### config.mk
export PLATFORM = sky130hd
export DESIGN_NAME = c3rlb_line_cell
export DESIGN_NICKNAME = d
export VERILOG_FILES = /design/src/hw/rtl/c3rlb_pkg.sv /design/src/hw/rtl/c3rlb_line_cell.sv
export SDC_FILE = /design/constraint.sdc
export NUM_CORES = 1
export LEC_CHECK = 0
export BUFFER_PORTS_ARGS = -buffer_cell sky130_fd_sc_hd__buf_4
export CELL_PAD_IN_SITES_DETAIL_PLACEMENT = 1
export CELL_PAD_IN_SITES_GLOBAL_PLACEMENT = 1
export CORE_MARGIN = 2
export CORE_UTILIZATION = 31
export CTS_CLUSTER_SIZE = 10
export DETAILED_ROUTE_END_ITERATION = 10
export PLACE_DENSITY_LB_ADDON = 0.1
export SLEW_MARGIN = 20
export SYNTH_ARGS = -nofsm -noshare
export SYNTH_HDL_FRONTEND = slang
export SYNTH_SLANG_ARGS = --single-unit
### constraint.sdc
create_clock -name clk -period 0.8 [get_ports clk]
set_input_delay 0.08 -clock clk [delete_from_list [all_inputs] [get_ports clk]]
set_output_delay 0.08 -clock clk [all_outputs]
set_load 0.02 [all_outputs]
### src/hw/rtl/c3rlb_pkg.sv
`timescale 1ns / 1ps
`default_nettype none

package c3rlb_pkg;

  localparam int DEF_HEIGHT  = 28;
  localparam int DEF_WIDTH   = 28;
  localparam int CW          = 5;   // coordinate width, holds padded positions up to 29
  localparam int PIX_W       = 8;
  localparam int FRAC        = 3;
  localparam int RES_W       = 7;
  localparam int NUM_FILTERS = 8;
  localparam int NUM_TAPS    = 9;
  localparam int NUM_WEIGHTS = NUM_FILTERS * NUM_TAPS;
  localparam int IDX_W       = 7;
  localparam int CMD_W       = 2;

  typedef enum logic [CMD_W-1:0] {
    CMD_PIXEL  = 2'd0,
    CMD_WEIGHT = 2'd1,
    CMD_BIAS   = 2'd2
  } cmd_t;

  typedef logic [PIX_W-1:0] pix_t;
  typedef logic [CW-1:0] coord_t;
  typedef logic [NUM_TAPS-1:0][PIX_W-1:0] taps_t;

  typedef struct packed {
    logic [CMD_W-1:0]        command;
    logic signed [PIX_W-1:0] pixel;
    logic [IDX_W-1:0]        load_index;
    logic signed [PIX_W-1:0] load_value;
  } item_t;

  typedef struct packed {
    logic [RES_W-1:0] filter0;
    logic [RES_W-1:0] filter1;
    logic [RES_W-1:0] filter2;
    logic [RES_W-1:0] filter3;
    logic [RES_W-1:0] filter4;
    logic [RES_W-1:0] filter5;
    logic [RES_W-1:0] filter6;
    logic [RES_W-1:0] filter7;
    coord_t           out_row;
    coord_t           out_col;
    logic             last_of_run;
    logic             end_of_frame;
  } result_t;

  typedef enum logic [2:0] {
    S_IDLE,
    S_TOP,
    S_LEFT,
    S_PIX,
    S_RIGHT,
    S_BOTTOM
  } state_t;

  // One padded grid position handed from the sequencer to the datapath.
  typedef struct packed {
    logic   issue;
    logic   produce;
    logic   last;
    logic   eof;
    coord_t row;
    coord_t col;
    pix_t   pix;
  } visit_t;

  typedef struct packed {
    logic free;
    logic idle;
  } seq_status_t;

  // Result metadata travelling alongside the arithmetic stages.
  typedef struct packed {
    logic   produce;
    logic   last;
    logic   eof;
    coord_t row;
    coord_t col;
  } meta_t;

endpackage

`default_nettype wire

### src/hw/rtl/c3rlb_line_cell.sv
`timescale 1ns / 1ps
`default_nettype none

// One column slot of both line rows. The near row holds the previous grid row,
// the far row the one before it.
module c3rlb_line_cell
  import c3rlb_pkg::*;
(
  input  wire  clk,
  input  wire  en,
  input  pix_t near_in,
  input  pix_t far_in,
  output pix_t near_out,
  output pix_t far_out
);

  always_ff @(posedge clk) begin
    if (en) begin
      near_out <= near_in;
      far_out  <= far_in;
    end
  end

endmodule

`default_nettype wire

==> results of run 1 <==
==> stage by stage <==
step	instance area (sq um)	total power (W)	util (%)	setup TNS [ps]
3_5_place_dp	748	0.00129	50.9	0
4_1_cts	987	0.00182	67.1	-1610
2_1_floorplan	480	0.00112	-	0
6_report	991	0.00181	67.3	-1460
3_3_place_gp	748	0.00128	50.9	0
5_1_grt	991	0.00187	67.3	-2010
==> sequential cells by signal (all words and copies together), names as in the netlist <==
name,count
far_out,8
near_out,8
==> timing repair <==
action                     4_1_cts  5_1_grt
setup endpoints to repair       16       16
hold endpoints to repair        16        0
resized for setup               14        1
hold buffers                    16        0
==> logic make-up (layout without fill, tap and decap cells) <==
family   after synthesis  after routing  share of synthesized area, %
flops                 16             16                           100
buf+inv                0             53                             0
==> final cells by class <==
| type | count | share of cell area (%) |
|---|---|---|
| Clock buffer | 3 | 2.27 |
| Clock inverter | 1 | 0.379 |
| Tap cell | 16 | 2.02 |
| Timing Repair Buffer | 49 | 46.8 |
| Sequential cell | 16 | 48.5 |
==> metal layers <==
layer  vias up  routed length (um)  GRT usage (%)  share of wire (%)
met4         0                   0           1.82                  0
met5         -                   0              0                  0
met3         0                  71           4.17                5.8
met1       168                 387           15.4                 32
met2        17                 762           28.4                 62
li1        170                   -              -                  -
==> cells in the final DEF (no fill, tap or decap) <==
| cell | synthesis | final |
|---|---|---|
| edfxtp_1 | 16 | 16 |
| buf_6 | 0 | 15 |
| clkbuf_4 | 0 | 3 |
| dlygate4sd3_1 | 0 | 16 |
| buf_4 | 0 | 18 |
| clkinv_1 | 0 | 1 |
==> power by group <==
part / total [W] / switching [W] / internal [W]
Combinational: 0.000359 / 0.000145 / 0.000214
Sequential: 0.00103 / 0.0000293 / 0.000997
Clock: 0.000421 / 0.000241 / 0.000180
Total: 0.00181 / 0.000415 / 0.00139
==> final timing paths <==
path,from,depth (start not counted),endpoint,slack (ps)
min,en,1,far_out[0],170
max,near_out[3],1,near_out[3],-110
==> metrics.txt, run 1 <==
final worst setup slack -114 ps; top cells by area, synth edfxtp_1 100%; Final Max Slew Viols 0; CP Capture Type primary output; Tightest Pin Transition ~200 ps; Post-DRT Antenna Nets 0; Final min period 914 ps; area of the multi-input gates 0 sq um; DRT Pass-1 Iters 1; Synth top area share 100%; DR iter-0 viols 0; Netlist Area Pre-Place a little under 500 sq um; Routed WL 1220 um; Initial Util approximately a third; clock buffer count from CTS 3; H-tree depth 1; pin count of the biggest net entering global routing 17; Synth Flop Type edfxtp_1; Relative slew margins 86.4%; Seq/Total Area, Yosys 100%; DIE AREA 0.00188 sq mm; critical path cell sequence buf_6; type of the worst min-delay path in -> reg; Worst VDD drop approximately 1.3 mV; core region area 0.00147 sq mm; share of post-route cells with drive strength above 1 between 50% and 60%; nets about 90; critical path launch point type register; TritonCTS clock tree built; IO buf count 33; Longest Clk Path Bufs 2; fill cell count around 120; Lkg Pwr ~0.42 nW; Synth area leader edfxtp_1; # placed instances 65; failing checks setup timing; fmax roughly 1100 MHz; flops & latches, synth 16; Diodes inserted 0; Critical Path Max Stage Delay a little over 400 ps; status finished, violations left; # setup viols final 16; first-pass GRT wire length 1860 um; fin crit share 114%; WP data arrival 830 ps; top-count cell post-synth edfxtp_1; antenna violations before repair 0; async set-or-reset flop fraction in the synthesized netlist 0%; std cell rows 14; # clock sinks 16; Setup WS pre-CTS between 150 and 200 ps; net count after synthesis 34; PwrDens 1820 mW/mm^2; max-cap viol count 0; endpoints failing hold 0; Multi-In Gates 0; Storage cell area 480 sq um; Die W 43.4 um; Non-Filler Instances 85; WP buf/inv 1; gr ovfl total 0; WHS 174 ps; Via Count between 300 and 400; DRC viols 0; Post-synth EDFFs 16; Routed WL per cell 14.4 um; Setup Buffers After CTS 0; Worst Setup Path Type reg -> out; vias in the first global route between 300 and 400; Synth warnings 0; Worst path slowest cell edfxtp_1; GRT Resource Usage Total 14.4%; Root Buffer clkbuf_4; Worst EP required a little over 700 ps; RSZ-0062 raised after global routing true; Synth top cells by count 16 x edfxtp_1; Syn Area/Cell 30.0 sq um; clk slew on worst S/H paths 90 ps; Area Growth Syn to Fin 106%; post-DR vias/cell 4.18; Top delay family on crit path flip-flops; I/O pin count 34; Yosys cell types 1; Cells after Synth 16; Die H roughly 43 um; Placer Congestion 0.606; crit path max fanout 1
(Power assumes the default switching activity.)
==> run 2: changes to the inputs <==
Settings changed: MAX_ROUTING_LAYER from default to met4.
Clock period 0.8 ns to 1.1 ns, I/O delays scaled along.
==> metrics.txt, run 2 (synthesis results as in run 1) <==
Final Max Slew Viols 0; max-cap viol count 0; DRC viols 0; Storage cell area 480 sq um; biggest registers after layout far_out (8), near_out (8); Diodes inserted 0; type of the worst min-delay path in -> reg; Worst VDD drop 1.08 mV; WP data arrival 830 ps; Setup Buffers After CTS 0; fin crit share between 80 and 90%; Relative slew margins between 80% and 90%; share of post-route cells with drive strength above 1 52.9%; H-tree depth 1; commonest non-fill, non-tap cell in the layout buf_4; critical path launch point type register; fmax 1070 MHz; GRT Resource Usage Total ~12%; clock buffer count from CTS 3; Crit. Startpoint near_out[3]; pin count of the biggest net entering global routing 17; RSZ-0062 raised after global routing false; IO buf count 33; DIE AREA ~0.0019 sq mm; CP Capture Type primary output; Die W 43.4 um; fill cell count approximately 140; std cell rows 14; Routed WL 1130 um; # setup viols final 0; Worst Setup Path Type reg -> out; Worst path slowest cell edfxtp_1; clk slew on worst S/H paths 100 ps; endpoints failing hold 0; WP buf/inv 1; DRT Pass-1 Iters 2; vias in the first global route 334; Area Growth Syn to Fin 92.4%; Tightest Pin Transition 210 ps; nets 87; Initial Util between 30 and 40%; Lkg Pwr 0.393 nW; critical path cell sequence buf_4; Worst EP required 990 ps; Routed WL per cell 13.4 um; crit path max fanout 1; Multi-In Gates 0; CTS resizes 0; Die H 43.4 um; Top delay family on crit path flip-flops; TritonCTS clock tree built; I/O pin count 34; WHS 21.9 ps; post-DR vias/cell 4.11; hold_sp near_in[6]; antenna violations before repair 0; Final min period between 900 and 1000 ps; # clock sinks 16; PwrDens 1380 mW/mm^2; area of the multi-input gates 0 sq um; most frequent cells in the layout 33 x buf_4, 16 x edfxtp_1, 15 x dlygate4sd3_1, 3 x clkbuf_4, 1 x clkinv_1; setup TNS 0 ps; core region area around 0.0015 sq mm; Via Count between 300 and 400; Post-DRT Antenna Nets 0; Critical Path Max Stage Delay around 380 ps; Longest Clk Path Bufs 2; Root Buffer clkbuf_4; first-pass GRT wire length 1570 um; DR iter-0 viols 6; Placer Congestion 0.610; gr ovfl total 0; status finished, final reports clean
-- run 2: cell count changes in the layout (fill, tap and decap cells not counted), sizes merged --
cell / change
dlygate4sd3: -1
-- run 2: where the power goes --
group	switching, W	leakage, nW	internal, W
clock	0.000173	0.0154	0.000131
sequential	0.0000120	0.157	0.000723
combinational	0.000105	0.221	0.000128
total	0.000290	0.393	0.000982
-- run 2: cell type report --
cell class / instances / area share [%]
clock buffer: 3 / 2.44
clock inverter: 1 / 0.406
sequential: 16 / 52.0
tap: 16 / 2.17
timing repair buffer: 48 / 43.0
-- run 2: per-layer routing --
layer	vias up	GRT usage, %	wire [um]	part of all wire [%]
met5	-	-	0	0
li1	168	-	-	-
met2	17	21.2	688	61
met3	0	4.58	77	6.8
met4	0	1.82	0	0
met1	160	13.9	362	32
-- run 2: per-stage QoR --
stage	power, W	worst slack (ps)	cells	instance area, sq um	utilization [%]
5_1_grt	0.00132	114	84	925	62.8
4_1_cts	0.00127	142	77	855	58.1
6_report	0.00127	162	84	925	62.8
3_5_place_dp	0.000940	448	65	748	50.9
3_3_place_gp	0.000933	465	65	748	50.9
2_1_floorplan	0.000814	541	16	480	-
-- run 2: worst paths after layout --
kind	end	slack, ps	cells past startpoint
worst min-delay path	near_out[6]	20	1
worst max-delay path	near_out[3]	160	1
-- run 2: what timing repair did --
item | CTS | global route
setup endpoints to repair | 0 | 0
hold buffers | 8 | 7
endpoints found under the hold margin | 8 | 7
