<file path="src/hw/rtl/c3rlb_pkg.sv">
`timescale 1ns / 1ps
`default_nettype none

package c3rlb_pkg;

  localparam int DEF_HEIGHT  = 28;
  localparam int DEF_WIDTH   = 28;
  localparam int CW          = 5;   // coordinate width, holds padded positions up to 29
  localparam int PIX_W       = 8;
  localparam int FRAC        = 3;
  localparam int RES_W       = 7;
  localparam int NUM_FILTERS = 8;
  localparam int NUM_TAPS    = 9;
  localparam int NUM_WEIGHTS = NUM_FILTERS * NUM_TAPS;
  localparam int IDX_W       = 7;
  localparam int CMD_W       = 2;

  typedef enum logic [CMD_W-1:0] {
    CMD_PIXEL  = 2'd0,
    CMD_WEIGHT = 2'd1,
    CMD_BIAS   = 2'd2
  } cmd_t;

  typedef logic [PIX_W-1:0] pix_t;
  typedef logic [CW-1:0] coord_t;
  typedef logic [NUM_TAPS-1:0][PIX_W-1:0] taps_t;

  typedef struct packed {
    logic [CMD_W-1:0]        command;
    logic signed [PIX_W-1:0] pixel;
    logic [IDX_W-1:0]        load_index;
    logic signed [PIX_W-1:0] load_value;
  } item_t;

  typedef struct packed {
    logic [RES_W-1:0] filter0;
    logic [RES_W-1:0] filter1;
    logic [RES_W-1:0] filter2;
    logic [RES_W-1:0] filter3;
    logic [RES_W-1:0] filter4;
    logic [RES_W-1:0] filter5;
    logic [RES_W-1:0] filter6;
    logic [RES_W-1:0] filter7;
    coord_t           out_row;
    coord_t           out_col;
    logic             last_of_run;
    logic             end_of_frame;
  } result_t;

  typedef enum logic [2:0] {
    S_IDLE,
    S_TOP,
    S_LEFT,
    S_PIX,
    S_RIGHT,
    S_BOTTOM
  } state_t;

  // One padded grid position handed from the sequencer to the datapath.
  typedef struct packed {
    logic   issue;
    logic   produce;
    logic   last;
    logic   eof;
    coord_t row;
    coord_t col;
    pix_t   pix;
  } visit_t;

  typedef struct packed {
    logic free;
    logic idle;
  } seq_status_t;

  // Result metadata travelling alongside the arithmetic stages.
  typedef struct packed {
    logic   produce;
    logic   last;
    logic   eof;
    coord_t row;
    coord_t col;
  } meta_t;

endpackage

`default_nettype wire

</file>
<file path="src/hw/rtl/c3rlb_filter.sv">
`timescale 1ns / 1ps
`default_nettype none

// One filter lane: nine registered products, then bias plus wrapped sum and ReLU.
module c3rlb_filter
  import c3rlb_pkg::*;
(
  input  wire              clk,
  input  wire              en,
  input  taps_t            win,
  input  taps_t            wts,
  input  pix_t             bias,
  output logic [RES_W-1:0] res
);

  logic signed [2*PIX_W-1:0] full [NUM_TAPS];
  pix_t                      prod [NUM_TAPS];
  pix_t                      sum;

  always_comb begin
    for (int i = 0; i < NUM_TAPS; i++) begin
      full[i] = $signed(win[i]) * $signed(wts[i]);
    end
  end

  // Floor to three fraction bits and keep the low byte.
  always_ff @(posedge clk) begin
    if (en) begin
      for (int i = 0; i < NUM_TAPS; i++) begin
        prod[i] <= full[i][FRAC+PIX_W-1:FRAC];
      end
    end
  end

  always_comb begin
    sum = bias;
    for (int i = 0; i < NUM_TAPS; i++) begin
      sum = sum + prod[i];
    end
    res = (!sum[PIX_W-1] && (sum != '0)) ? sum[RES_W-1:0] : '0;
  end

endmodule

`default_nettype wire

</file>
<file path="config.mk">
export PLATFORM = sky130hd
export DESIGN_NAME = c3rlb_filter
export DESIGN_NICKNAME = d
export VERILOG_FILES = /design/src/hw/rtl/c3rlb_pkg.sv /design/src/hw/rtl/c3rlb_filter.sv
export SDC_FILE = /design/constraint.sdc
export NUM_CORES = 1
export LEC_CHECK = 0
export ABC_AREA = 0
export BUFFER_PORTS_ARGS = -buffer_cell sky130_fd_sc_hd__buf_2
export CORE_MARGIN = 2
export CORE_UTILIZATION = 60
export DETAILED_ROUTE_END_ITERATION = 12
export PLACE_DENSITY = 0.91
export SYNTH_ARGS = -nofsm -noshare
export SYNTH_HDL_FRONTEND = slang
export SYNTH_SLANG_ARGS = --single-unit
</file>
<file path="constraint.sdc">
create_clock -name clk -period 10.2 [get_ports clk]
set_input_delay 0.51 -clock clk [delete_from_list [all_inputs] [get_ports clk]]
set_output_delay 0.51 -clock clk [all_outputs]
set_load 0.1 [all_outputs]
</file>
==> results of run 1 <==
==> Yosys cell counts <==
library cell	n
a211o_1	1
inv_1	461
nand2b_1	25
o21bai_1	19
nor3_1	1
edfxtp_1	72
fa_1	329
a21o_1	18
clkbuf_1	5
xor2_1	25
xnor2_1	152
a21oi_1	39
nand2_1	121
xnor2_2	3
and2_1	295
nor2b_1	7
o21ai_0	3
ha_1	200
and3_1	18
nor3_2	1
xnor3_1	1
nor2_1	16
==> area by class of cell <==
class                      instances  area share (%)
timing repair buffer             161            4.18
multi-input combinational       1274            71.9
tap                              390            2.52
clock inverter                     6           0.142
clock buffer                       9            1.16
inverter                         461            8.95
sequential                        72            11.2
==> how the worst max path moves through the flow <==
stage | startpoint | endpoint | slack, ns
after global placement | bias[2] | res[3] | 4.71
after floorplan | bias[2] | res[0] | 4.15
after detailed placement | bias[3] | res[3] | 4.53
after global routing | prod[0][42] | res[3] | 4.19
after CTS | prod[0][18] | res[3] | 4.37
final | prod[0][18] | res[3] | 4.37
==> cell families (layout without fill, tap and decap cells) <==
family / after synthesis / in the layout
AO/OA/AOI/OAI: 80 / 80
XOR/XNOR: 181 / 181
adder cells (fa/ha/maj): 529 / 529
buffers and inverters: 466 / 637
flip-flops: 72 / 72
AND/OR/NAND/NOR: 484 / 484
==> critical path, stage by stage (launching register included) <==
cell and delay, ns:
edfxtp_1 0.41, fa_1 0.54, fa_1 0.54, fa_1 0.52, inv_1 0.06, fa_1 0.47
inv_1 0.06, fa_1 0.50, inv_1 0.07, fa_1 0.39, nor2b_1 0.24, nor3_1 0.11
o21bai_1 0.15, a21oi_1 0.11, xnor2_2 0.21, nor3_2 0.17, buf_2 0.44
==> per-stage QoR <==
step           hold WS (ns)  std cells  util, %
6_report              0.767       2373     65.8
3_3_place_gp           1.10       2358     64.9
3_5_place_dp           1.10       2358     64.9
4_1_cts               0.763       2373     65.8
5_1_grt               0.798       2373     65.8
2_1_floorplan         0.622       1812        -
==> routing by layer <==
metal	up-vias	part of all wire, %
met5	-	0
met4	0	2.5
met3	66	3.8
met2	277	54
met1	6072	40
li1	5717	-
==> results by group, run 1 <==
CTS
  – Hold buffers post-CTS: 0
  – Clock-pin transition on the worst setup and hold timing paths: 0.06 ns
  – CTS tree: done
  – Clock tree buffer depth: 2
  – Clock Root Buffer: clkbuf_16
  – # H-tree levels: 3
  – Post-CTS setup buffers: 0
  – Post-CTS sizing: 0
  – CTS sink count: 72
  – Num CTS Buffers: 9

Placed design
  – IO buf count: 160
  – Post-DP HPWL: 30.6 mm
  – Place WS: 4.53 ns
  – Post-DP Area: 19100 µm²
  – Routability cong.: 0.875

Drt
  – First drt pass iteration count: 5
  – Initial DRC Count: 564
  – WL per Instance: 14.6 µm
  – Final ANT Viol Nets: 0
  – DR vias: 12100
  – Routed vias/inst: 5.11
  – # DRC: 0
  – DRT Wirelength: 34.6 mm

Logic synthesis
  – Syn avg cell area: 9.83 µm²
  – Syn_nets: 2495
  – Top cells by area, synth: fa_1 (37%), ha_1 (14%), edfxtp_1 (12%)
  – Synth top area share: 37.0%
  – FF+latch count, synth: 72
  – Synth cell types: 22
  – Mux contribution to synthesized area: 0%
  – Post-synthesis sequential area ratio: 12.1%
  – Compound-Gate Fraction of Synth Area: 2.79%
  – Gate Count Post-Synth: 1812
  – Leading area contributor after synthesis: fa_1
  – Xor and xnor area share after synthesis: 9.11%
  – Simple-Gate Fraction of Synth Area: 15.1%
  – Adder-Cell Fraction of Synth Area: 51.0%
  – Main combinational cell family by area after synthesis: adder cells
  – Synth warn: 0
  – Cell Area, Synth: 17800 µm²

Global routing
  – Initial antenna violation count: 0
  – Layer with the highest usage: met2
  – Met1 usage: 29.4%
  – Met3 Track Usage GR: 3.06%
  – Grt total ovfl: 0
  – Number of global-route vias before repair: 13500
  – Total track usage: 24.1%
  – Largest net degree at the start of global routing: 73
  – Grt met2 use: 44.6%
  – First-pass GRT wire length: 60.6 mm

Setup path
  – Critical path required time: 9.69 ns
  – Crit-path max FO: 7
  – Setup Crit Path Kind: flop to output port
  – Worst setup SP type: flop
  – CP Capture Type: output port
  – Data arrival, critical path: 5.32 ns

Layout
  – Final instance area: 19300 µm²
  – Max FFs per register: 72
  – Filler cells: 2158
  – Diodes inserted: 0
  – Commonest non-fill, non-tap cell in the layout: inv_1
  – Multi-input gate area in the final layout: 13900 µm²
  – Fraction of layout cells with a size suffix above 1: 8.88%
  – Area added between synthesis and finish: 8.59%
  – Top flop regs: prod x72
  – Largest register by flop count: prod
  – Storage cell area: 2160 µm²
  – Final nets: 2662
  – Commonest non-fill, non-tap cells in the layout: inv_1 (461), fa_1 (329), and2_1 (295), ha_1 (200), buf_2 (160)

Die
  – Die width: 176 µm
  – Initial core utilization: 60.6%
  – CORE AREA: 29400 µm²
  – Num ports: 161
  – Rows: 63
  – Die H: 176 µm
  – Die area: 31100 µm²

STA
  – TNS Setup: 0 ns
  – Final worst slack: 4.37 ns
  – Maximum clock rate: 171 MHz
  – Relative slew slack: 37.9%
  – Final Hold Vio Count: 0
  – Crit path time final: 5.83 ns
  – RSZ-0062 raised after global routing: no
  – Tcrit/Tclk final: 57.2%
  – Final Max Slew Viols: 0
  – Endpoints failing setup: 0
  – Slew @ Worst Pin: 0.932 ns

Status
  – Status: finished, final reports clean

Hold path
  – Hold path startpoint: win[8]
  – Hold EP: prod[0][8]
  – Hold path depth: 3
  – HP Class: input pin to flop

Flow run
  – Max-Cap Viols: 0
Power of run 1 is left out: the tool's default activity adds up to more than one toggle a clock period on the data nets, which glitch-free logic cannot reach.
==> inputs of run 2 (changes only) <==
- CORE_UTILIZATION: 60 -> 57
- clock period: 10.2 -> 5.36 ns (I/O delays scaled with it)
==> results by group, run 2 (synthesis results as in run 1) <==
Status
  – Status: finished, final reports clean

Hold path
  – HP Class: input pin to flop
  – Hold path depth: 3
  – Hold path startpoint: win[64]
  – Hold EP: prod[1][0]

Drt
  – Met1 Routed Length: 14.4 mm
  – Routed vias/inst: 5.14
  – Final ANT Viol Nets: 0
  – First drt pass iteration count: 7
  – # DRC: 0
  – Initial DRC Count: 552
  – Metal3 WL: 1.38 mm
  – DRT Wirelength: 36.6 mm
  – Max layer used: met5
  – Metal2 WL: 20.0 mm
  – WL per Instance: 15.4 µm
  – DR vias: 12200

Global routing
  – Grt total ovfl: 0
  – Largest net degree at the start of global routing: 73
  – Initial antenna violation count: 2
  – First-pass GRT wire length: 63.6 mm
  – Total track usage: 23.7%
  – Number of global-route vias before repair: 13800

STA
  – Endpoints failing setup: 0
  – TNS Setup: 0 ns
  – Final Max Slew Viols: 0
  – Maximum clock rate: 188 MHz
  – Relative slew slack: 37.5%
  – Crit path time final: 5.31 ns
  – Slew @ Worst Pin: 0.937 ns
  – Final Hold Vio Count: 0
  – Tcrit/Tclk final: 99.0%

Die
  – Initial core utilization: 58.1%
  – Die width: 181 µm
  – Rows: 64
  – Die area: 32700 µm²
  – Die H: 181 µm
  – Num ports: 161
  – CORE AREA: 30700 µm²

Setup path
  – CP Capture Type: output port
  – Crit-path max FO: 7
  – Critical path required time: 5.09 ns
  – Setup Crit Path Kind: flop to output port
  – Data arrival, critical path: 5.04 ns
  – Worst setup SP type: flop

CTS
  – CTS tree: done
  – Clock tree buffer depth: 2
  – Num CTS Buffers: 9
  – Clock-pin transition on the worst setup and hold timing paths: 0.06 ns
  – Clock Root Buffer: clkbuf_16
  – Hold buffers post-CTS: 0
  – CTS sink count: 72
  – # H-tree levels: 3

Placed design
  – IO buf count: 160
  – Post-DP HPWL: 32.2 mm
  – Routability cong.: 0.861

Layout
  – Fraction of layout cells with a size suffix above 1: 9.72%
  – Commonest non-fill, non-tap cell in the layout: inv_1
  – Top flop regs: prod x72
  – Largest register by flop count: prod
  – Final nets: 2663
  – Diodes inserted: 0
  – Max FFs per register: 72
  – Area added between synthesis and finish: 10.0%
  – Commonest non-fill, non-tap cells in the layout: inv_1 (461), fa_1 (328), and2_1 (295), ha_1 (199)

Flow run
  – Max-Cap Viols: 0
[run 2: changes by cell type in the layout (fill, tap and decap cells not counted), sizes merged]
cell      before  now
clkinv         5    2
bufinv         0    2
clkinvlp       1    2
buf          161  162
clkbuf         9   10
[run 2: metrics by stage]
stage	std cells	hold WS [ns]	instance area [µm²]	utilization [%]	setup slack (ns)
6_report	2381	0.543	19600	63.9	0.0524
5_1_grt	2381	0.561	19600	63.9	-0.118
4_1_cts	2379	0.536	19500	63.6	-0.00724
3_5_place_dp	2363	0.878	19200	62.6	0.293
3_3_place_gp	2363	0.868	19200	62.6	0.467
2_1_floorplan	1812	0.380	17800	-	-0.336
[run 2: routing by layer]
metal  global-route usage [%]  up-vias
li1                         -     5717
met1                     28.2     6127
met2                     45.0      308
met3                     3.08       81
met4                     6.19        2
met5                        0        -
[run 2: what timing repair did]
action	4_1_cts	5_1_grt
pin swaps	2	6
gates resized for setup	2	17
endpoints found under the setup margin	7	7
endpoints found under the hold margin	0	0
setup buffers	0	2
[run 2: worst max-delay path, cell delays in order, from the launching register on]
cell,delay (ns)
edfxtp_1,0.40
fa_1,0.58
fa_1,0.45
fa_1,0.55
inv_1,0.05
fa_1,0.47
inv_1,0.05
fa_1,0.51
inv_1,0.06
fa_2,0.37
nor2b_4,0.17
nor3_4,0.07
o21bai_2,0.16
a21oi_2,0.10
xnor2_2,0.14
buf_4,0.19
nor3_4,0.17
buf_12,0.20
[run 2: worst max-delay path by stage]
stage,from,endpoint,slack [ns],depth (start not counted)
2_1_floorplan,prod[0][42],res[0],-0.34,15
3_3_place_gp,prod[0][42],res[3],0.47,16
3_5_place_dp,prod[0][42],res[6],0.29,16
4_1_cts,prod[0][42],res[6],-0.007,16
5_1_grt,prod[0][42],res[3],-0.12,17
6_report,prod[0][42],res[3],0.05,17
[run 2: final cells by class]
class,instances,area [µm²]
Tap cell,396,495
Sequential cell,72,2160
Timing Repair Buffer,162,923
Fill cell,2258,11100
Clock inverter,6,83.8
Inverter,461,1730
Clock buffer,10,229
Multi-Input combinational cell,1274,14000
Power of run 2 is left out for the same reason.
