===== src/hw/rtl/c3rlb_pkg.sv =====
`timescale 1ns / 1ps
`default_nettype none

package c3rlb_pkg;

  localparam int DEF_HEIGHT  = 28;
  localparam int DEF_WIDTH   = 28;
  localparam int CW          = 5;   // coordinate width, holds padded positions up to 29
  localparam int PIX_W       = 8;
  localparam int FRAC        = 3;
  localparam int RES_W       = 7;
  localparam int NUM_FILTERS = 8;
  localparam int NUM_TAPS    = 9;
  localparam int NUM_WEIGHTS = NUM_FILTERS * NUM_TAPS;
  localparam int IDX_W       = 7;
  localparam int CMD_W       = 2;

  typedef enum logic [CMD_W-1:0] {
    CMD_PIXEL  = 2'd0,
    CMD_WEIGHT = 2'd1,
    CMD_BIAS   = 2'd2
  } cmd_t;

  typedef logic [PIX_W-1:0] pix_t;
  typedef logic [CW-1:0] coord_t;
  typedef logic [NUM_TAPS-1:0][PIX_W-1:0] taps_t;

  typedef struct packed {
    logic [CMD_W-1:0]        command;
    logic signed [PIX_W-1:0] pixel;
    logic [IDX_W-1:0]        load_index;
    logic signed [PIX_W-1:0] load_value;
  } item_t;

  typedef struct packed {
    logic [RES_W-1:0] filter0;
    logic [RES_W-1:0] filter1;
    logic [RES_W-1:0] filter2;
    logic [RES_W-1:0] filter3;
    logic [RES_W-1:0] filter4;
    logic [RES_W-1:0] filter5;
    logic [RES_W-1:0] filter6;
    logic [RES_W-1:0] filter7;
    coord_t           out_row;
    coord_t           out_col;
    logic             last_of_run;
    logic             end_of_frame;
  } result_t;

  typedef enum logic [2:0] {
    S_IDLE,
    S_TOP,
    S_LEFT,
    S_PIX,
    S_RIGHT,
    S_BOTTOM
  } state_t;

  // One padded grid position handed from the sequencer to the datapath.
  typedef struct packed {
    logic   issue;
    logic   produce;
    logic   last;
    logic   eof;
    coord_t row;
    coord_t col;
    pix_t   pix;
  } visit_t;

  typedef struct packed {
    logic free;
    logic idle;
  } seq_status_t;

  // Result metadata travelling alongside the arithmetic stages.
  typedef struct packed {
    logic   produce;
    logic   last;
    logic   eof;
    coord_t row;
    coord_t col;
  } meta_t;

endpackage

`default_nettype wire


===== src/hw/rtl/c3rlb_seq.sv =====
`timescale 1ns / 1ps
`default_nettype none

// Walks the padded grid: turns one pixel transaction into its run of positions.
module c3rlb_seq
  import c3rlb_pkg::*;
#(
  parameter int IMAGE_HEIGHT = DEF_HEIGHT,
  parameter int IMAGE_WIDTH  = DEF_WIDTH
) (
  input  wire         clk,
  input  wire         rst,
  input  wire         adv,
  input  wire         take,
  input  pix_t        pixel,
  output visit_t      visit,
  output seq_status_t status
);

  localparam coord_t PW_LAST = coord_t'(IMAGE_WIDTH + 1);
  localparam coord_t W_LAST  = coord_t'(IMAGE_WIDTH - 1);
  localparam coord_t H_LAST  = coord_t'(IMAGE_HEIGHT - 1);
  localparam coord_t H_BOT   = coord_t'(IMAGE_HEIGHT + 1);
  localparam coord_t TWO     = coord_t'(2);

  state_t state, state_next;
  coord_t wcnt, wcnt_next;
  coord_t row_h;
  coord_t pix_col;
  pix_t   pix_q;
  logic   at_last_col;
  logic   at_last_row;
  coord_t frame_row;
  coord_t frame_col;

  coord_t vh;
  coord_t vw;
  pix_t   vpix;
  logic   final_pos;
  logic   issue;
  logic   produce;

  always_ff @(posedge clk) begin
    if (rst) begin
      state     <= S_IDLE;
      wcnt      <= '0;
      frame_row <= '0;
      frame_col <= '0;
    end else begin
      state <= state_next;
      wcnt  <= wcnt_next;
      if (take) begin
        if (frame_col == W_LAST) begin
          frame_col <= '0;
          frame_row <= (frame_row == H_LAST) ? '0 : frame_row + coord_t'(1);
        end else begin
          frame_col <= frame_col + coord_t'(1);
        end
      end
    end
  end

  always_ff @(posedge clk) begin
    if (take) begin
      row_h       <= frame_row + coord_t'(1);
      pix_col     <= frame_col + coord_t'(1);
      pix_q       <= pixel;
      at_last_col <= (frame_col == W_LAST);
      at_last_row <= (frame_row == H_LAST);
    end
  end

  always_comb begin
    state_next = state;
    wcnt_next  = wcnt;
    vh         = '0;
    vw         = '0;
    vpix       = '0;
    final_pos  = 1'b0;
    unique case (state)
      S_IDLE: begin
      end
      S_TOP: begin
        vw = wcnt;
        if (adv) begin
          if (wcnt == PW_LAST) begin
            state_next = S_LEFT;
            wcnt_next  = '0;
          end else begin
            wcnt_next = wcnt + coord_t'(1);
          end
        end
      end
      S_LEFT: begin
        vh = row_h;
        if (adv) begin
          state_next = S_PIX;
        end
      end
      S_PIX: begin
        vh        = row_h;
        vw        = pix_col;
        vpix      = pix_q;
        final_pos = !at_last_col;
        if (adv) begin
          state_next = at_last_col ? S_RIGHT : S_IDLE;
        end
      end
      S_RIGHT: begin
        vh        = row_h;
        vw        = PW_LAST;
        final_pos = !at_last_row;
        if (adv) begin
          state_next = at_last_row ? S_BOTTOM : S_IDLE;
          wcnt_next  = '0;
        end
      end
      S_BOTTOM: begin
        vh        = H_BOT;
        vw        = wcnt;
        final_pos = (wcnt == PW_LAST);
        if (adv) begin
          if (final_pos) begin
            state_next = S_IDLE;
          end else begin
            wcnt_next = wcnt + coord_t'(1);
          end
        end
      end
      default: begin
        state_next = S_IDLE;
      end
    endcase

    // A new pixel starts its run as soon as the previous run issues its last position.
    if (take) begin
      wcnt_next = '0;
      if (frame_col == '0) begin
        state_next = (frame_row == '0) ? S_TOP : S_LEFT;
      end else begin
        state_next = S_PIX;
      end
    end
  end

  assign issue   = (state != S_IDLE);
  assign produce = issue && (vh >= TWO) && (vw >= TWO);

  always_comb begin
    visit.issue   = issue;
    visit.produce = produce;
    visit.last    = produce && final_pos;
    visit.eof     = produce && (vh == H_BOT) && (vw == PW_LAST);
    visit.row     = vh - TWO;
    visit.col     = vw - TWO;
    visit.pix     = vpix;
    status.idle   = !issue;
    status.free   = !issue || (adv && final_pos);
  end

endmodule

`default_nettype wire


===== config.mk =====
export PLATFORM = sky130hd
export DESIGN_NAME = c3rlb_seq
export DESIGN_NICKNAME = d
export VERILOG_FILES = /design/src/hw/rtl/c3rlb_pkg.sv /design/src/hw/rtl/c3rlb_seq.sv
export SDC_FILE = /design/constraint.sdc
export NUM_CORES = 1
export LEC_CHECK = 0
export BUFFER_PORTS_ARGS = -buffer_cell sky130_fd_sc_hd__buf_2
export CAP_MARGIN = 10
export CORE_UTILIZATION = 39
export DETAILED_ROUTE_END_ITERATION = 7
export MAX_ROUTING_LAYER = met4
export PLACE_DENSITY = 0.71
export SYNTH_ARGS = -nofsm -noshare
export SYNTH_HDL_FRONTEND = slang
export SYNTH_SLANG_ARGS = --single-unit

===== constraint.sdc =====
create_clock -name clk -period 2.7 [get_ports clk]
set_clock_uncertainty 0.2 [all_clocks]
set_input_delay 0.27 -clock clk [delete_from_list [all_inputs] [get_ports clk]]
set_output_delay 0.27 -clock clk [all_outputs]
set_load 0.02 [all_outputs]

==> flow_summary_export.csv, run 1 <==
group,metric,value,unit
synth,synthesis.nets,256,
worst_hold_path,timing.hold.worst.class,"input port to register",
synth,yosys_warnings,0,
detailed_routing,drt_pre_antenna_iters,4,
place,globalplace.congestion,0.7916,
timing,final-max-slew-violation-count,0,
detailed_routing,remaining_drc_errors,0,
cts,reg_clk_slew_reported_paths,0.08,ns
global_routing,grt_start_max_net_pins,39,
worst_setup_path,critPathBufInv,2,
detailed_routing,highest_layer,"met4",
worst_setup_path,wp_data_arrival,2.04,ns
cts,cts.path.max_buffers,2,
timing,timing.setup.tns,0,ns
global_routing,first_global_vias,1780,
floorplan,core.rowCount,27,
pwr,worst_ir_drop_vdd,0.0002960,V
pwr,cell_area_power_density,510.5,nW/um^2
timing,report.final.hold_viol_count,0,
cts,clockRootBuffer,"sky130_fd_sc_hd__clkbuf_8",
detailed_routing,ant_nets,0,
cts,clock_tree.htree_level_count,2,
cts,cts-buffers-inserted,5,
pwr,power.total,1386,uW
floorplan,floorplan.die.height,77.93,um
synth,ys_async_sr_fraction,0,%
worst_setup_path,max_stage_delay,0.43,ns
synth,yosys.cell_types.count,57,
cells_and_area,post_route_cells_drive_above_1_share,23.66,%
detailed_routing,viasPerCell,5.473,
detailed_routing,finalWirelength,4987,um
flow_run,drv_cap,0,
floorplan,width_of_the_chip,77.93,um
worst_setup_path,launch_instance_of_the_worst_register_to_register_path,"wcnt[0]",
outcome,run_status,"complete, no violations",
worst_setup_path,cp_cell_sequence,"and3b_1, nor3_4, ha_1, inv_1, a2111oi_4, nor3_1, buf_2",
global_routing,global_route_wire_length_before_repair,8335,um
global_routing,grt_remaining_overflow,0,
worst_setup_path,critical_path_top_delay_cell,"sky130_fd_sc_hd__dfxtp_2",
worst_setup_path,crit_fanout,9,
detailed_routing,wl_met2,2461,um
floorplan,floorplan.die_area,6073,sq um
cts,tritoncts_clock_tree,"yes",
worst_setup_path,critical_path.endpoint_type,"output pin",
timing,fmax,0.3978,GHz
synth,synth.ff_latch_count,38,
cells_and_area,final_cells,351,
detailed_routing,wl_met3,206,um
cells_and_area,nFillCells,520,
place,dp.cells,334,
synth,synth_area_per_cell,9.527,sq um
detailed_routing,detail_route.wirelength.met1,2186,um
timing,rsz0062_at_grt,"no",
timing,fin_worst_hold_slack,0.09749,ns
place,portBuffers,35,
detailed_routing,drt-wirelength-per-cell,14.21,um
cells_and_area,syn_to_final_growth,20.76,%
cts,clock_sinks,38,
synth,synth.cell_area,2248,sq um
cells_and_area,fin_nets,298,
synth,dominantRegCellSynth,"sky130_fd_sc_hd__edfxtp_1",
worst_setup_path,critical_path.top_delay_family,"simple AND/OR/NAND/NOR gates",
synth,yosysSeqAreaShare,42.74,%
global_routing,grt_util_all_layers,18.07,%
timing,period_needed,2.514,ns
timing,period_share,93.10,%
worst_setup_path,crit_start,"state[1]",
global_routing,initial_antenna_violation_count,0,
pwr,cellLeakagePower,0.001118,uW
worst_setup_path,crit_path_kind,"register to output pin",
detailed_routing,number_of_design_rule_violations_left_by_the_first_detailed_router_iteration,118,
timing,report.final.setup_viol,0,
timing,relSlewSlack,52.59,%
worst_setup_path,crit_path_launch_type,"register",
floorplan,start_util,40.58,%
place,place_hpwl,3512,um
synth,synth_edf_count,20,
worst_hold_path,min-delay-start,"rst",
floorplan,core_ar,5540,sq um
worst_setup_path,required_time_worst_endpoint,2.23,ns
cells_and_area,n_antenna_cell,0,
floorplan,io_count,36,
synth,synthesis.instances,236,
timing,worst-slew-pin-transition,0.7112,ns
cts,clkLatencyLatePin,0.29,ns
detailed_routing,via_count,1921,
-- per-stage QoR --
step,utilization (%),instance area [sq um],worst slack (ns)
5_1_grt,49.01,2715,0.01534
4_1_cts,48.35,2679,0.03958
3_5_place_dp,44.51,2466,0.3694
3_3_place_gp,44.51,2466,0.5073
2_1_floorplan,-,2248,0.1367
6_report,49.01,2715,0.1864
-- power by group --
part           internal [uW]  switching (uW)
combinational           78.1             116
sequential               632            19.4
clock                    333             208
total                   1040             343
-- kinds of logic (layout without fill, tap and decap cells) --
family | after synthesis | in the layout | synth area share [%]
xor+xnor | 10 | 10 | 3.896
compound gates | 50 | 50 | 15.19
buf+inv | 27 | 70 | 5.788
fa+ha+maj | 8 | 8 | 4.452
mux | 1 | 1 | 0.4452
flops | 38 | 38 | 42.74
simple gates | 102 | 102 | 27.49
-- per-layer routing --
| layer | vias to the layer above | track usage [%] |
|---|---|---|
| met3 | 14 | 4.588 |
| li1 | 949 | - |
| met5 | - | - |
| met1 | 910 | 21.56 |
| met2 | 48 | 28.67 |
| met4 | 0 | 8.333 |
-- cell usage after synthesis (2+ instances only) --
cell / n / area [sq um]
sky130_fd_sc_hd__a21oi_1: 23 / 115.1
sky130_fd_sc_hd__and4_1: 2 / 17.52
sky130_fd_sc_hd__and3_1: 8 / 50.05
sky130_fd_sc_hd__nand4_1: 8 / 50.05
sky130_fd_sc_hd__nor2_1: 15 / 56.30
sky130_fd_sc_hd__a31oi_1: 2 / 12.51
sky130_fd_sc_hd__buf_4: 5 / 37.54
sky130_fd_sc_hd__dfxtp_1: 18 / 360.4
sky130_fd_sc_hd__xnor2_1: 7 / 61.31
sky130_fd_sc_hd__o21ai_0: 6 / 30.03
sky130_fd_sc_hd__o21ai_1: 3 / 15.01
sky130_fd_sc_hd__nand4b_1: 5 / 43.79
sky130_fd_sc_hd__nor3b_2: 2 / 25.02
sky130_fd_sc_hd__edfxtp_1: 20 / 600.6
sky130_fd_sc_hd__nand3_1: 10 / 50.05
sky130_fd_sc_hd__and4b_1: 2 / 20.02
sky130_fd_sc_hd__nand3b_1: 2 / 15.01
sky130_fd_sc_hd__inv_1: 12 / 45.04
sky130_fd_sc_hd__buf_2: 2 / 10.01
sky130_fd_sc_hd__nor3_1: 8 / 40.04
sky130_fd_sc_hd__or2_1: 2 / 12.51
sky130_fd_sc_hd__nand2_1: 15 / 56.30
sky130_fd_sc_hd__clkbuf_1: 5 / 18.77
sky130_fd_sc_hd__ha_1: 8 / 100.1
sky130_fd_sc_hd__nand2b_1: 4 / 25.02
sky130_fd_sc_hd__inv_2: 2 / 7.510
sky130_fd_sc_hd__o21a_1: 3 / 22.52
sky130_fd_sc_hd__xor2_1: 3 / 26.28
sky130_fd_sc_hd__a32oi_1: 2 / 17.52
sky130_fd_sc_hd__or3_1: 5 / 31.28
-- registers in the layout (all words and copies together), names as in the netlist --
signal and count:
row_h 5, state 3, pix_q 8, wcnt 5, pix_col 5, frame_row 5, at_last_col 1, frame_col 5
at_last_row 1
-- final cells by class --
type,instances,area (sq um),share of cell area (%)
clock buffer,6,93.84,3.456
clock inverter,2,38.79,1.429
inverter,14,52.55,1.935
multi-input combinational,171,1182,43.55
sequential,38,964.7,35.53
tap,72,90.09,3.318
timing repair buffer,48,292.8,10.78
-- repair_timing --
item,CTS,global route
endpoints found under the setup margin,0,2
gates resized for setup,0,6
hold endpoints to repair,8,0
setup buffers,0,1
hold buffers,8,0
-- cell usage in the layout, fill, tap and decap left out, types with 6 or more instances in the layout --
master / instances
sky130_fd_sc_hd__inv_1: 12
sky130_fd_sc_hd__dfxtp_1: 15
sky130_fd_sc_hd__dlygate4sd3_1: 8
sky130_fd_sc_hd__a21oi_1: 23
sky130_fd_sc_hd__nand3_1: 10
sky130_fd_sc_hd__nand2_1: 15
sky130_fd_sc_hd__and3_1: 8
sky130_fd_sc_hd__nor2_1: 15
sky130_fd_sc_hd__o21ai_0: 6
sky130_fd_sc_hd__xnor2_1: 7
sky130_fd_sc_hd__edfxtp_1: 20
sky130_fd_sc_hd__nor3_1: 8
sky130_fd_sc_hd__ha_1: 8
sky130_fd_sc_hd__buf_2: 35
sky130_fd_sc_hd__nand4_1: 8
-- path summary, 6_finish.rpt --
path                                      to  depth (start not counted)  slack [ns]
worst min-delay path            frame_col[2]                          2         0.1
worst max register to register       wcnt[2]                          5        0.83
worst max-delay path               visit[19]                          7        0.19
worst min register to register  frame_row[1]                          2        0.30
No activity file was read; power rests on OpenSTA's default activity.
==> run 2, diff against run 1 <==
--- a/config.mk
+++ b/config.mk
@@ -5,7 +5,7 @@
 export SDC_FILE = /design/constraint.sdc
 export NUM_CORES = 1
 export LEC_CHECK = 0
-export BUFFER_PORTS_ARGS = -buffer_cell sky130_fd_sc_hd__buf_2
+export BUFFER_PORTS_ARGS = -buffer_cell sky130_fd_sc_hd__buf_4
 export CAP_MARGIN = 10
 export CORE_UTILIZATION = 39
 export DETAILED_ROUTE_END_ITERATION = 7
==> flow_summary_export.csv, run 2 (same netlist as run 1, synthesis figures left out) <==
group,metric,value,unit
floorplan,width_of_the_chip,77.93,um
cells_and_area,layout.cells.most_common,"sky130_fd_sc_hd__buf_4",
floorplan,core_ar,5540,sq um
global_routing,grt_util_all_layers,18.04,%
pwr,cell_area_power_density,444.5,nW/um^2
cts,cts.path.max_buffers,2,
place,place_hpwl,3521,um
worst_setup_path,cp_cell_sequence,"and3b_1, nor3_4, ha_1, inv_1, a2111oi_4, nor3_1, buf_4",
worst_setup_path,critical_path.endpoint_type,"output pin",
cts,cts.repair_timing.setup_buffer_count,0,
detailed_routing,drt-wirelength-per-cell,13.75,um
detailed_routing,number_of_design_rule_violations_left_by_the_first_detailed_router_iteration,110,
global_routing,initial_antenna_violation_count,0,
flow_run,drv_cap,0,
worst_setup_path,crit_fanout,9,
worst_setup_path,crit_path_launch_type,"register",
pwr,worst_ir_drop_vdd,0.0002087,V
timing,period_share,94.36,%
detailed_routing,viasPerCell,5.240,
detailed_routing,ant_nets,0,
worst_hold_path,timing.hold.worst.class,"input port to register",
cts,cts-buffers-inserted,5,
pwr,cellLeakagePower,0.001121,uW
cells_and_area,n_antenna_cell,0,
timing,rsz0062_at_grt,"no",
timing,final-max-slew-violation-count,0,
cells_and_area,max_flop_register,"pix_q",
cells_and_area,finalInstanceArea,2753,sq um
cells_and_area,final_cells,350,
worst_setup_path,critical_path_top_delay_cell,"sky130_fd_sc_hd__dfxtp_4",
cts,reg_clk_slew_reported_paths,0.07,ns
cells_and_area,post_route_cells_drive_above_1_share,23.38,%
cts,clock_tree.htree_level_count,2,
floorplan,floorplan.die_area,6073,sq um
worst_setup_path,wp_data_arrival,2.08,ns
cts,clkLatencyLatePin,0.28,ns
cells_and_area,syn_to_final_growth,22.43,%
detailed_routing,remaining_drc_errors,0,
global_routing,grt_start_max_net_pins,39,
cells_and_area,largest_reg_flops,8,
place,portBuffers,35,
timing,timing.setup.tns,0,ns
floorplan,start_util,40.58,%
global_routing,grt_remaining_overflow,0,
cells_and_area,most-common-layout-cells,"39 x sky130_fd_sc_hd__buf_4, 23 x sky130_fd_sc_hd__a21oi_1, 20 x sky130_fd_sc_hd__edfxtp_1",
detailed_routing,finalWirelength,4812,um
outcome,run_status,"complete, no violations",
place,post_placement_cell_area,2554,sq um
place,dp.cells,334,
global_routing,first_global_vias,1809,
timing,report.final.hold_viol_count,0,
floorplan,core.rowCount,27,
global_routing,global_route_wire_length_before_repair,8493,um
cells_and_area,multi_input_comb_area,1185,sq um
cells_and_area,fin_nets,297,
cts,clockRootBuffer,"sky130_fd_sc_hd__clkbuf_8",
cells_and_area,nFillCells,531,
timing,worst-slew-pin-transition,0.5220,ns
detailed_routing,via_count,1834,
floorplan,floorplan.die.height,77.93,um
timing,report.final.setup_viol,0,
cts,tritoncts_clock_tree,"yes",
place,globalplace.congestion,0.8258,
worst_setup_path,crit_path_kind,"register to output pin",
timing,period_needed,2.548,ns
worst_setup_path,max_stage_delay,0.41,ns
timing,relSlewSlack,64.90,%
cts,clock_sinks,38,
detailed_routing,drt_pre_antenna_iters,4,
timing,fin_worst_hold_slack,0.04771,ns
timing,fmax,0.3925,GHz
floorplan,io_count,36,
worst_setup_path,required_time_worst_endpoint,2.23,ns
cells_and_area,seq_area,969.7,sq um
## run 2: cell count changes in the layout (fill, tap and decap cells not counted), moves of 2 or more
cell	previous run	this run
sky130_fd_sc_hd__buf_2	35	0
sky130_fd_sc_hd__buf_4	5	39
sky130_fd_sc_hd__dfxtp_4	0	2
sky130_fd_sc_hd__dfxtp_2	3	1
sky130_fd_sc_hd__clkinv_2	0	2
## run 2: final cells by class
cell class                      count  area share (%)
Clock buffer                        6           2.636
Clock inverter                      2          0.3636
Inverter                           14           1.909
Multi-Input combinational cell    171           43.05
Sequential cell                    38           35.23
Tap cell                           72           3.273
Timing Repair Buffer               47           13.55
## run 2: path summary, 6_finish.rpt
kind,start,end,slack (ns),depth (start not counted)
worst max-delay path,state[1],visit[19],0.15,7
worst min-delay path,rst,frame_col[4],0.05,2
worst max register to register,wcnt[0],wcnt[2],0.79,5
worst min register to register,frame_row[1],frame_row[1],0.31,2
## run 2: what timing repair did
action / in CTS / in global routing
hold endpoints to repair: 8 / 0
hold buffers: 8 / 0
setup endpoints to repair: 2 / 2
gates resized for setup: 1 / 8
pin swaps: 0 / 1
## run 2: critical path, delay by kind of cell, from the launching register on
| kind | cells | cell delay [ns] |
|---|---|---|
| AO/OA/AOI/OAI | 1 | 0.37 |
| adder cells (fa/ha/maj) | 1 | 0.18 |
| buffers and inverters | 2 | 0.25 |
| flip-flops | 1 | 0.41 |
| AND/OR/NAND/NOR | 3 | 0.58 |
## run 2: report_power, final
group	switching (uW)	total (uW)	internal, uW
Clock	185	364	179
Sequential	20.2	652	632
Combinational	115	208	92.9
## run 2: per-layer routing
layer	up-vias	GRT usage, %	wire (um)
li1	946	-	-
met1	843	22.43	2219
met2	34	29.20	2352
met3	11	3.529	155
met4	0	6.481	85
met5	-	-	0
## run 2: through the flow
step	total power [uW]	worst slack, ns	util (%)
floorplan	788.5	0.1367	-
global placement	853.7	0.3596	46.09
CTS	1235	0.001074	49.05
finish	1223	0.1522	49.68
detailed placement	857.4	0.2480	46.09
global route	1289	0.007247	49.68
